===== config.mk =====
export PLATFORM = sky130hd
export DESIGN_NAME = sha256_message_hasher_unit_flat
export DESIGN_NICKNAME = d
export VERILOG_FILES = /design/src/hdl/sha256_pkg.sv /design/src/hdl/sha256_in_if.sv /design/src/hdl/sha256_out_if.sv /design/src/hdl/sha256_message_hasher_unit.sv /design/src/flat_wrapper.sv
export SDC_FILE = /design/constraint.sdc
export NUM_CORES = 2
export LEC_CHECK = 0
export BUFFER_PORTS_ARGS = -buffer_cell sky130_fd_sc_hd__buf_4
export CAP_MARGIN = 20
export CORE_AREA = 2 2 412 414
export DETAILED_ROUTE_END_ITERATION = 8
export DIE_AREA = 0 0 414 416
export PLACE_DENSITY = 0.65
export SLEW_MARGIN = 20
export SYNTH_ARGS = -nofsm -noshare
export SYNTH_HDL_FRONTEND = slang
export SYNTH_SLANG_ARGS = --single-unit
export TNS_END_PERCENT = 10

===== constraint.sdc =====
create_clock -name clk -period 20.1 [get_ports clk]
set_clock_uncertainty 0.05 [all_clocks]
set_input_delay 3.015 -clock clk [delete_from_list [all_inputs] [get_ports clk]]
set_output_delay 3.015 -clock clk [all_outputs]
set_load 0.01 [all_outputs]

===== src/hdl/sha256_pkg.sv =====
// ----------------------------------------------------------------------------
// SHA-256 package
// Shared types, round constants, initial hash values and the SHA-256
// mixing functions used by the hasher and its channel interfaces.
// ----------------------------------------------------------------------------
package sha256_pkg;

  typedef logic [31:0] word_t;
  typedef logic [7:0]  byte_t;
  typedef logic [2:0]  word_idx_t;

  // Initial hash values, chaining word 0 first.
  localparam word_t IV [8] = '{
    32'h6a09e667, 32'hbb67ae85, 32'h3c6ef372, 32'ha54ff53a,
    32'h510e527f, 32'h9b05688c, 32'h1f83d9ab, 32'h5be0cd19
  };

  // Round constants, round 0 first.
  localparam word_t K [64] = '{
    32'h428a2f98, 32'h71374491, 32'hb5c0fbcf, 32'he9b5dba5,
    32'h3956c25b, 32'h59f111f1, 32'h923f82a4, 32'hab1c5ed5,
    32'hd807aa98, 32'h12835b01, 32'h243185be, 32'h550c7dc3,
    32'h72be5d74, 32'h80deb1fe, 32'h9bdc06a7, 32'hc19bf174,
    32'he49b69c1, 32'hefbe4786, 32'h0fc19dc6, 32'h240ca1cc,
    32'h2de92c6f, 32'h4a7484aa, 32'h5cb0a9dc, 32'h76f988da,
    32'h983e5152, 32'ha831c66d, 32'hb00327c8, 32'hbf597fc7,
    32'hc6e00bf3, 32'hd5a79147, 32'h06ca6351, 32'h14292967,
    32'h27b70a85, 32'h2e1b2138, 32'h4d2c6dfc, 32'h53380d13,
    32'h650a7354, 32'h766a0abb, 32'h81c2c92e, 32'h92722c85,
    32'ha2bfe8a1, 32'ha81a664b, 32'hc24b8b70, 32'hc76c51a3,
    32'hd192e819, 32'hd6990624, 32'hf40e3585, 32'h106aa070,
    32'h19a4c116, 32'h1e376c08, 32'h2748774c, 32'h34b0bcb5,
    32'h391c0cb3, 32'h4ed8aa4a, 32'h5b9cca4f, 32'h682e6ff3,
    32'h748f82ee, 32'h78a5636f, 32'h84c87814, 32'h8cc70208,
    32'h90befffa, 32'ha4506ceb, 32'hbef9a3f7, 32'hc67178f2
  };

  // First padding byte after the message.
  localparam byte_t PAD_BYTE = 8'h80;

  // Byte position where the 64-bit length field starts.
  localparam logic [5:0] LEN_POS = 6'd56;

  // Compression functions on the working variables.
  function automatic word_t big_sigma0(input word_t x);
    return {x[1:0], x[31:2]} ^ {x[12:0], x[31:13]} ^ {x[21:0], x[31:22]};
  endfunction

  function automatic word_t big_sigma1(input word_t x);
    return {x[5:0], x[31:6]} ^ {x[10:0], x[31:11]} ^ {x[24:0], x[31:25]};
  endfunction

  // Message schedule functions.
  function automatic word_t small_sigma0(input word_t x);
    return {x[6:0], x[31:7]} ^ {x[17:0], x[31:18]} ^ {3'b000, x[31:3]};
  endfunction

  function automatic word_t small_sigma1(input word_t x);
    return {x[16:0], x[31:17]} ^ {x[18:0], x[31:19]} ^ {10'd0, x[31:10]};
  endfunction

endpackage


===== src/hdl/sha256_in_if.sv =====
// ----------------------------------------------------------------------------
// SHA-256 message channel
// Valid/ready channel that carries one message byte or end mark per
// transaction.
// ----------------------------------------------------------------------------
interface sha256_in_if;
  logic                valid;
  logic                ready;
  sha256_pkg::byte_t   msg_byte;
  logic                byte_present;
  logic                end_of_message;

  modport source (output valid, msg_byte, byte_present, end_of_message, input ready);
  modport sink   (input valid, msg_byte, byte_present, end_of_message, output ready);
endinterface


===== src/hdl/sha256_out_if.sv =====
// ----------------------------------------------------------------------------
// SHA-256 digest channel
// Valid/ready channel that carries one digest word per transaction.
// ----------------------------------------------------------------------------
interface sha256_out_if;
  logic                    valid;
  logic                    ready;
  sha256_pkg::word_t       digest_word;
  sha256_pkg::word_idx_t   word_index;
  logic                    final_word;

  modport source (output valid, digest_word, word_index, final_word, input ready);
  modport sink   (input valid, digest_word, word_index, final_word, output ready);
endinterface


===== src/hdl/sha256_message_hasher_unit.sv =====
// ----------------------------------------------------------------------------
// SHA-256 message hasher
// Packs message bytes into 512-bit blocks, compresses them with a single
// shared round unit, pads the message and streams out the 256-bit digest.
// ----------------------------------------------------------------------------
// The block takes one byte per transaction and accepts a new byte on every
// cycle while a block is filling. When the 64th byte of a block arrives the
// block is compressed by one round unit that runs one round per cycle, and
// the input is held off through the 64 rounds and the fold of the working
// variables into the chaining words, so the hasher cannot take a byte of the
// next block until that compression is through. An end-of-message transaction
// costs one padding step and one compression, or two padding steps and two
// compressions when fewer than nine bytes of room remain in the last block,
// and is followed by eight digest transactions, word 0 first, the last one
// flagged with final_word. The input is not ready until the last digest word
// has been taken; the hasher then starts over with a fresh message.
module sha256_message_hasher_unit (
  input  logic               clk,
  input  logic               rst,
  sha256_in_if.sink          msg,
  sha256_out_if.source       digest
);

  // Sequencer states.
  localparam logic [2:0] S_IDLE  = 3'd0;
  localparam logic [2:0] S_ROUND = 3'd1;
  localparam logic [2:0] S_ADD   = 3'd2;
  localparam logic [2:0] S_PAD   = 3'd3;
  localparam logic [2:0] S_ZERO  = 3'd4;
  localparam logic [2:0] S_OUT   = 3'd5;

  // What follows a compression.
  localparam logic [1:0] AFT_IDLE = 2'd0;
  localparam logic [1:0] AFT_PAD  = 2'd1;
  localparam logic [1:0] AFT_ZERO = 2'd2;
  localparam logic [1:0] AFT_OUT  = 2'd3;

  localparam logic [5:0] LAST_ROUND = 6'd63;
  localparam logic [5:0] LAST_BYTE  = 6'd63;
  localparam sha256_pkg::word_idx_t LAST_WORD = 3'd7;

  logic [2:0]              state;
  logic [1:0]              after;
  logic [5:0]              round;
  logic [5:0]              pos;
  logic [63:0]             bit_len;
  sha256_pkg::word_idx_t   out_idx;
  sha256_pkg::word_t       h [8];
  sha256_pkg::word_t       v [8];
  sha256_pkg::word_t       w [16];

  logic                    in_acc;
  logic                    out_acc;
  logic                    start_cmp;
  sha256_pkg::word_t       t1;
  sha256_pkg::word_t       t2;
  sha256_pkg::word_t       w_new;
  sha256_pkg::word_t       pad_block [16];
  logic [5:0]              p;

  // Handshakes.
  assign in_acc  = msg.valid && msg.ready;
  assign out_acc = digest.valid && digest.ready;

  assign msg.ready          = (state == S_IDLE);
  assign digest.valid       = (state == S_OUT);
  assign digest.digest_word = h[0];
  assign digest.word_index  = out_idx;
  assign digest.final_word  = (out_idx == LAST_WORD);

  // A compression starts on a full block, after padding, or on the zero block.
  assign start_cmp = (state == S_IDLE && in_acc && msg.byte_present && pos == LAST_BYTE) ||
                     state == S_PAD || state == S_ZERO;

  // Shared round unit and schedule expansion.
  always_comb begin
    t1 = v[7] + sha256_pkg::big_sigma1(v[4]) + ((v[4] & v[5]) ^ (~v[4] & v[6])) +
         sha256_pkg::K[round] + w[0];
    t2 = sha256_pkg::big_sigma0(v[0]) + ((v[0] & v[1]) ^ (v[0] & v[2]) ^ (v[1] & v[2]));
    w_new = sha256_pkg::small_sigma1(w[14]) + w[9] + sha256_pkg::small_sigma0(w[1]) + w[0];
  end

  // Padding: the 0x80 byte at the current position, zeros after it.
  always_comb begin
    for (int i = 0; i < 16; i++) begin
      for (int j = 0; j < 4; j++) begin
        p = 6'(i * 4 + j);
        if (p == pos) begin
          pad_block[i][8*(3-j) +: 8] = sha256_pkg::PAD_BYTE;
        end else if (p > pos) begin
          pad_block[i][8*(3-j) +: 8] = 8'h00;
        end else begin
          pad_block[i][8*(3-j) +: 8] = w[i][8*(3-j) +: 8];
        end
      end
    end
  end

  // Sequencer, chaining words and message counters.
  always_ff @(posedge clk) begin
    if (rst) begin
      state   <= S_IDLE;
      after   <= AFT_IDLE;
      round   <= '0;
      pos     <= '0;
      bit_len <= '0;
      out_idx <= '0;
      for (int i = 0; i < 8; i++) begin
        h[i] <= sha256_pkg::IV[i];
      end
    end else begin
      case (state)
        S_IDLE: begin
          if (in_acc) begin
            if (msg.byte_present) begin
              bit_len <= bit_len + 64'd8;
              pos     <= pos + 6'd1;
              if (pos == LAST_BYTE) begin
                state <= S_ROUND;
                round <= '0;
                after <= msg.end_of_message ? AFT_PAD : AFT_IDLE;
              end else if (msg.end_of_message) begin
                state <= S_PAD;
              end
            end else if (msg.end_of_message) begin
              state <= S_PAD;
            end
          end
        end
        S_PAD: begin
          state <= S_ROUND;
          round <= '0;
          after <= (pos >= sha256_pkg::LEN_POS) ? AFT_ZERO : AFT_OUT;
        end
        S_ZERO: begin
          state <= S_ROUND;
          round <= '0;
          after <= AFT_OUT;
        end
        S_ROUND: begin
          round <= round + 6'd1;
          if (round == LAST_ROUND) begin
            state <= S_ADD;
          end
        end
        S_ADD: begin
          for (int i = 0; i < 8; i++) begin
            h[i] <= h[i] + v[i];
          end
          out_idx <= '0;
          case (after)
            AFT_PAD:  state <= S_PAD;
            AFT_ZERO: state <= S_ZERO;
            AFT_OUT:  state <= S_OUT;
            default:  state <= S_IDLE;
          endcase
        end
        S_OUT: begin
          if (out_acc) begin
            out_idx <= out_idx + 3'd1;
            if (out_idx == LAST_WORD) begin
              // Digest delivered: start a new message.
              state   <= S_IDLE;
              pos     <= '0;
              bit_len <= '0;
              for (int i = 0; i < 8; i++) begin
                h[i] <= sha256_pkg::IV[i];
              end
            end else begin
              for (int i = 0; i < 7; i++) begin
                h[i] <= h[i + 1];
              end
              h[7] <= h[0];
            end
          end
        end
        default: begin
          state <= S_IDLE;
        end
      endcase
    end
  end

  // Working variables and block / schedule window.
  always_ff @(posedge clk) begin
    if (start_cmp) begin
      for (int i = 0; i < 8; i++) begin
        v[i] <= h[i];
      end
    end else if (state == S_ROUND) begin
      v[0] <= t1 + t2;
      v[1] <= v[0];
      v[2] <= v[1];
      v[3] <= v[2];
      v[4] <= v[3] + t1;
      v[5] <= v[4];
      v[6] <= v[5];
      v[7] <= v[6];
    end

    if (state == S_IDLE && in_acc && msg.byte_present) begin
      for (int i = 0; i < 16; i++) begin
        if (pos[5:2] == 4'(i)) begin
          w[i][8*(3 - pos[1:0]) +: 8] <= msg.msg_byte;
        end
      end
    end else if (state == S_PAD) begin
      for (int i = 0; i < 14; i++) begin
        w[i] <= pad_block[i];
      end
      // The length goes into this block only when it still has room for it.
      if (pos < sha256_pkg::LEN_POS) begin
        w[14] <= bit_len[63:32];
        w[15] <= bit_len[31:0];
      end else begin
        w[14] <= pad_block[14];
        w[15] <= pad_block[15];
      end
    end else if (state == S_ZERO) begin
      for (int i = 0; i < 14; i++) begin
        w[i] <= '0;
      end
      w[14] <= bit_len[63:32];
      w[15] <= bit_len[31:0];
    end else if (state == S_ROUND) begin
      // Window slides by one word; the newest schedule word enters at the top.
      for (int i = 0; i < 15; i++) begin
        w[i] <= w[i + 1];
      end
      w[15] <= w_new;
    end
  end

  // The final flag marks exactly the eighth digest word.
  a_final_word: assert property (@(posedge clk) disable iff (rst)
    digest.valid |-> (digest.final_word == (digest.word_index == LAST_WORD)))
    else $error("final_word does not match word_index");

  // Digest output always starts at word 0.
  a_first_word: assert property (@(posedge clk) disable iff (rst)
    $rose(digest.valid) |-> (digest.word_index == 3'd0))
    else $error("digest output did not start at word 0");

  // Taking the last digest word returns the hasher to a fresh message.
  a_restart: assert property (@(posedge clk) disable iff (rst)
    (out_acc && digest.final_word) |=> (msg.ready && bit_len == 64'd0 && pos == 6'd0))
    else $error("hasher did not restart after the digest");

  // Sixty-four rounds end in the fold-in cycle.
  a_rounds: assert property (@(posedge clk) disable iff (rst)
    (state == S_ROUND && round == LAST_ROUND) |=> (state == S_ADD))
    else $error("compression did not end after the last round");

  // No new input while a digest is pending.
  a_no_input_out: assert property (@(posedge clk) disable iff (rst)
    digest.valid |-> !msg.ready)
    else $error("input ready while the digest is pending");

endmodule

===== src/flat_wrapper.sv =====
// flat-port wrapper written by rule: the top's interface ports become plain ports
module sha256_message_hasher_unit_flat 
  (clk, rst, msg_valid, msg_msg_byte, msg_byte_present, msg_end_of_message, msg_ready, digest_valid, digest_digest_word, digest_word_index, digest_final_word, digest_ready);
  sha256_in_if msg_i ();
  sha256_out_if digest_i ();
  input  logic clk;
  input  logic rst;
  input wire logic [$bits(msg_i.valid)-1:0] msg_valid;
  input wire logic [$bits(msg_i.msg_byte)-1:0] msg_msg_byte;
  input wire logic [$bits(msg_i.byte_present)-1:0] msg_byte_present;
  input wire logic [$bits(msg_i.end_of_message)-1:0] msg_end_of_message;
  output wire logic [$bits(msg_i.ready)-1:0] msg_ready;
  output wire logic [$bits(digest_i.valid)-1:0] digest_valid;
  output wire logic [$bits(digest_i.digest_word)-1:0] digest_digest_word;
  output wire logic [$bits(digest_i.word_index)-1:0] digest_word_index;
  output wire logic [$bits(digest_i.final_word)-1:0] digest_final_word;
  input wire logic [$bits(digest_i.ready)-1:0] digest_ready;
  assign msg_i.valid = msg_valid;
  assign msg_i.msg_byte = msg_msg_byte;
  assign msg_i.byte_present = msg_byte_present;
  assign msg_i.end_of_message = msg_end_of_message;
  assign msg_ready = msg_i.ready;
  assign digest_valid = digest_i.valid;
  assign digest_digest_word = digest_i.digest_word;
  assign digest_word_index = digest_i.word_index;
  assign digest_final_word = digest_i.final_word;
  assign digest_i.ready = digest_ready;
  sha256_message_hasher_unit u_core (.clk(clk), .rst(rst), .msg(msg_i), .digest(digest_i));
endmodule

==> metrics.md <==
| Metric | Value |
|---|---|
| Row count | `151` |
| RSZ-0062 raised after global routing | `no` |
| Setup CP Type | `reg -> reg` |
| Crit path largest cell delay | `0.76 ns` |
| Largest net degree at the start of global routing | `229` |
| First-pass GRT wire length | `399000 um` |
| CP top delay family | `compound AO/OA/AOI/OAI gates` |
| Hold Buf Count CTS | `0` |
| Async S/R FF share, synth | `0` |
| Mapped Cells | `7671` |
| Final Hold Viols | `0` |
| Worst min path class | `reg -> reg` |
| Hold Slack | `0.442 ns` |
| Seq/Total Area, Yosys | `0.426` |
| Clock sink count | `1105` |
| Critical R2R Launch | `u_core.round[1]` |
| Clock slew at reported path FFs | `0.06 ns` |
| Syn nets | `8278` |
| Most frequent cells in the layout | `1105 x nand2_1, 992 x edfxtp_1, 570 x a21oi_1` |
| Post-Synthesis Cell Area | `0.0752 mm^2` |
| DRC | `0` |
| Fmax | `93.9 MHz` |
| Synthesis-to-finish area growth | `8.97%` |
| CP Buf/Inv Count | `4` |
| Commonest non-fill, non-tap cell in the layout | `nand2_1` |
| Die X | `414 um` |
| Most common cell on crit path | `fa_1` |
| Post-synth EDFFs | `992` |
| Design area | `0.0819 mm^2` |
| Layout cell share with drive strength beyond 1 | `0.0667` |
| Path depth of the worst reg2reg path | `34` |
| H-Tree Depth | `4` |
| Post-DP Area | `0.0774 mm^2` |
| TritonCTS Buffers | `133` |
| Final WL | `274000 um` |
| Vias in the first global route | `58800` |
| Starting Density | `0.447` |
| Number of fill cells | `15500` |
| Yosys warns | `0` |
| Min cycle time layout | `10.65 ns` |
| Area share of the largest cell type after synthesis | `0.396` |
| CP endpoint kind | `flip-flop` |
| Router iterations before antenna repair | `6` |
| Mean post-synth cell area | `9.80 um^2` |
| Final GP Congestion | `0.988` |
| Final setup TNS | `0 ns` |
| Bufs on Longest Clock Path | `3` |
| Hpwl dp | `203000 um` |
| Die area | `0.172 mm^2` |
| DR WL met3 | `23400 um` |
| Worst setup path start | `u_core.round[1]` |
| Slew HR | `0.201` |
| Initial DRC count | `6916` |
| Setup Fix Bufs, Post-CTS | `0` |
| Number of slew-limit violations in the final report | `0` |
| Crit path DAT | `11.16 ns` |
| Root buffer cell | `clkbuf_16` |
| Fin crit share | `0.530` |
| DR WL met2 | `124000 um` |
| Core Box Area | `0.168 mm^2` |
| FF+latch count, synth | `1105` |
| Status | `finished clean` |
| Netlist cell types | `102` |
| CP Launch Type | `flip-flop` |
| Critical Path Stages | `34` |
| Wirelength per Cell | `27.8 um` |
| Crit path max fanout | `34` |
| End of the critical path | `u_core.v[0][30]` |
| CTS tree | `done` |
| # setup viols final | `0` |
| Top Ports | `52` |
| Gr usage total | `0.311` |
| CTS-repair resized insts | `0` |
| Final Util | `0.487` |
| GR Overflow Total | `0` |
| HP Start | `u_core.after[1]` |
| Max Used Layer | `met5` |
| Worst EP required | `20.61 ns` |
| Worst hold stages | `2` |
| Post-synth top area cell | `edfxtp_1` |
| Reg-to-Reg End | `u_core.v[0][30]` |
| Vias per cell | `6.22` |
| Worst reg2reg setup slack | `9.45 ns` |
| IO Port Bufs | `51` |
| Vias | `61100` |
| Nets@finish | `8105` |
| Max-cap violations | `0` |
| Worst Tran Pin Value | `1.20 ns` |
| Initial antenna violation count | `15` |
| ANT nets after route | `0` |
| Die H | `416 um` |
| DRT met1 WL | `109000 um` |
| Synth Flop Type | `edfxtp_1` |
| Clock Latency Late Sink | `0.84 ns` |
| CP max stage cell | `o31ai_1` |
| Synth top area cells | `edfxtp_1 40%, ha_1 6.6%, nand2_1 5.5%` |
==> metal layers <==
layer,vias up,global-route usage
met5,-,0
met4,10,0.167
met3,647,0.0598
met2,2928,0.493
met1,30300,0.401
li1,27300,-
==> state kept, by name (all words and copies together), names as in the netlist <==
| name | count |
|---|---|
| u_core.v | 256 |
| u_core.digest.word_index | 3 |
| u_core.state | 3 |
| u_core.after | 2 |
| u_core.bit_len | 61 |
| u_core.pos | 6 |
| u_core.w | 512 |
| u_core.h | 256 |
| u_core.round | 6 |
==> logic make-up (layout without fill, tap and decap cells) <==
logic type                 after synthesis  count (layout)  synth area share
AOI/OAI and AO/OA                     2288            2288             0.195
and+or+nand+nor                       2186            2186             0.128
DFF                                   1105            1105             0.426
buffers and inverters                  734             666            0.0385
xor gates and xnor gates               625             625            0.0732
adders and majority gates              615             615             0.121
muxes                                  118             118            0.0181
other                                    0               5                 0
==> cell type report <==
cell class,count,area (um^2),share of cell area
multi-input combinational,5832,40400,0.493
inverter,283,1060,0.0130
sequential,1105,32100,0.391
tap,2218,2780,0.0339
clock inverter,77,1040,0.0127
antenna,5,12.5,0.000153
clock buffer,163,3500,0.0427
timing repair buffer,143,1100,0.0135
==> stage by stage <==
stage	setup slack [ns]	cells
6_report	9.45	9826
4_1_cts	9.46	9821
3_5_place_dp	9.48	9581
5_1_grt	8.74	9821
2_1_floorplan	9.50	7671
3_3_place_gp	9.45	9581
==> Yosys cell counts, types with 31 or more instances <==
| master | count |
|---|---|
| o21ai_1 | 75 |
| o21ai_0 | 490 |
| nor3_1 | 106 |
| or3_1 | 38 |
| mux2_2 | 84 |
| and3_1 | 46 |
| nand3_1 | 138 |
| inv_1 | 280 |
| xor2_1 | 233 |
| o21bai_1 | 54 |
| o211ai_1 | 42 |
| nor2_1 | 447 |
| clkbuf_1 | 368 |
| a31oi_1 | 77 |
| nand2b_1 | 80 |
| a21oi_1 | 572 |
| dfxtp_1 | 113 |
| buf_4 | 35 |
| o21a_1 | 68 |
| o31ai_1 | 31 |
| xnor2_1 | 390 |
| o22ai_1 | 55 |
| and2_1 | 64 |
| a21o_1 | 460 |
| buf_1 | 44 |
| a22o_1 | 51 |
| a211oi_1 | 63 |
| fa_1 | 195 |
| nand2_1 | 1108 |
| edfxtp_1 | 992 |
| ha_1 | 398 |
| nor2b_1 | 58 |
==> worst min-delay path, cell delays in order, from the launching register on <==
cell and delay, ns:
dfxtp_1 0.31, inv_1 0.07, a211oi_1 0.06
==> worst min path at each step <==
| stage | endpoint |
|---|---|
| floorplan | u_core.after[1] |
| global placement | u_core.after[1] |
| detailed placement | u_core.after[1] |
| CTS | u_core.after[1] |
| global route | u_core.w[0][229] |
| finish | u_core.after[1] |
Power is not shown: default switching activity piles up to over one toggle a cycle in this logic, so the estimate is an artifact.
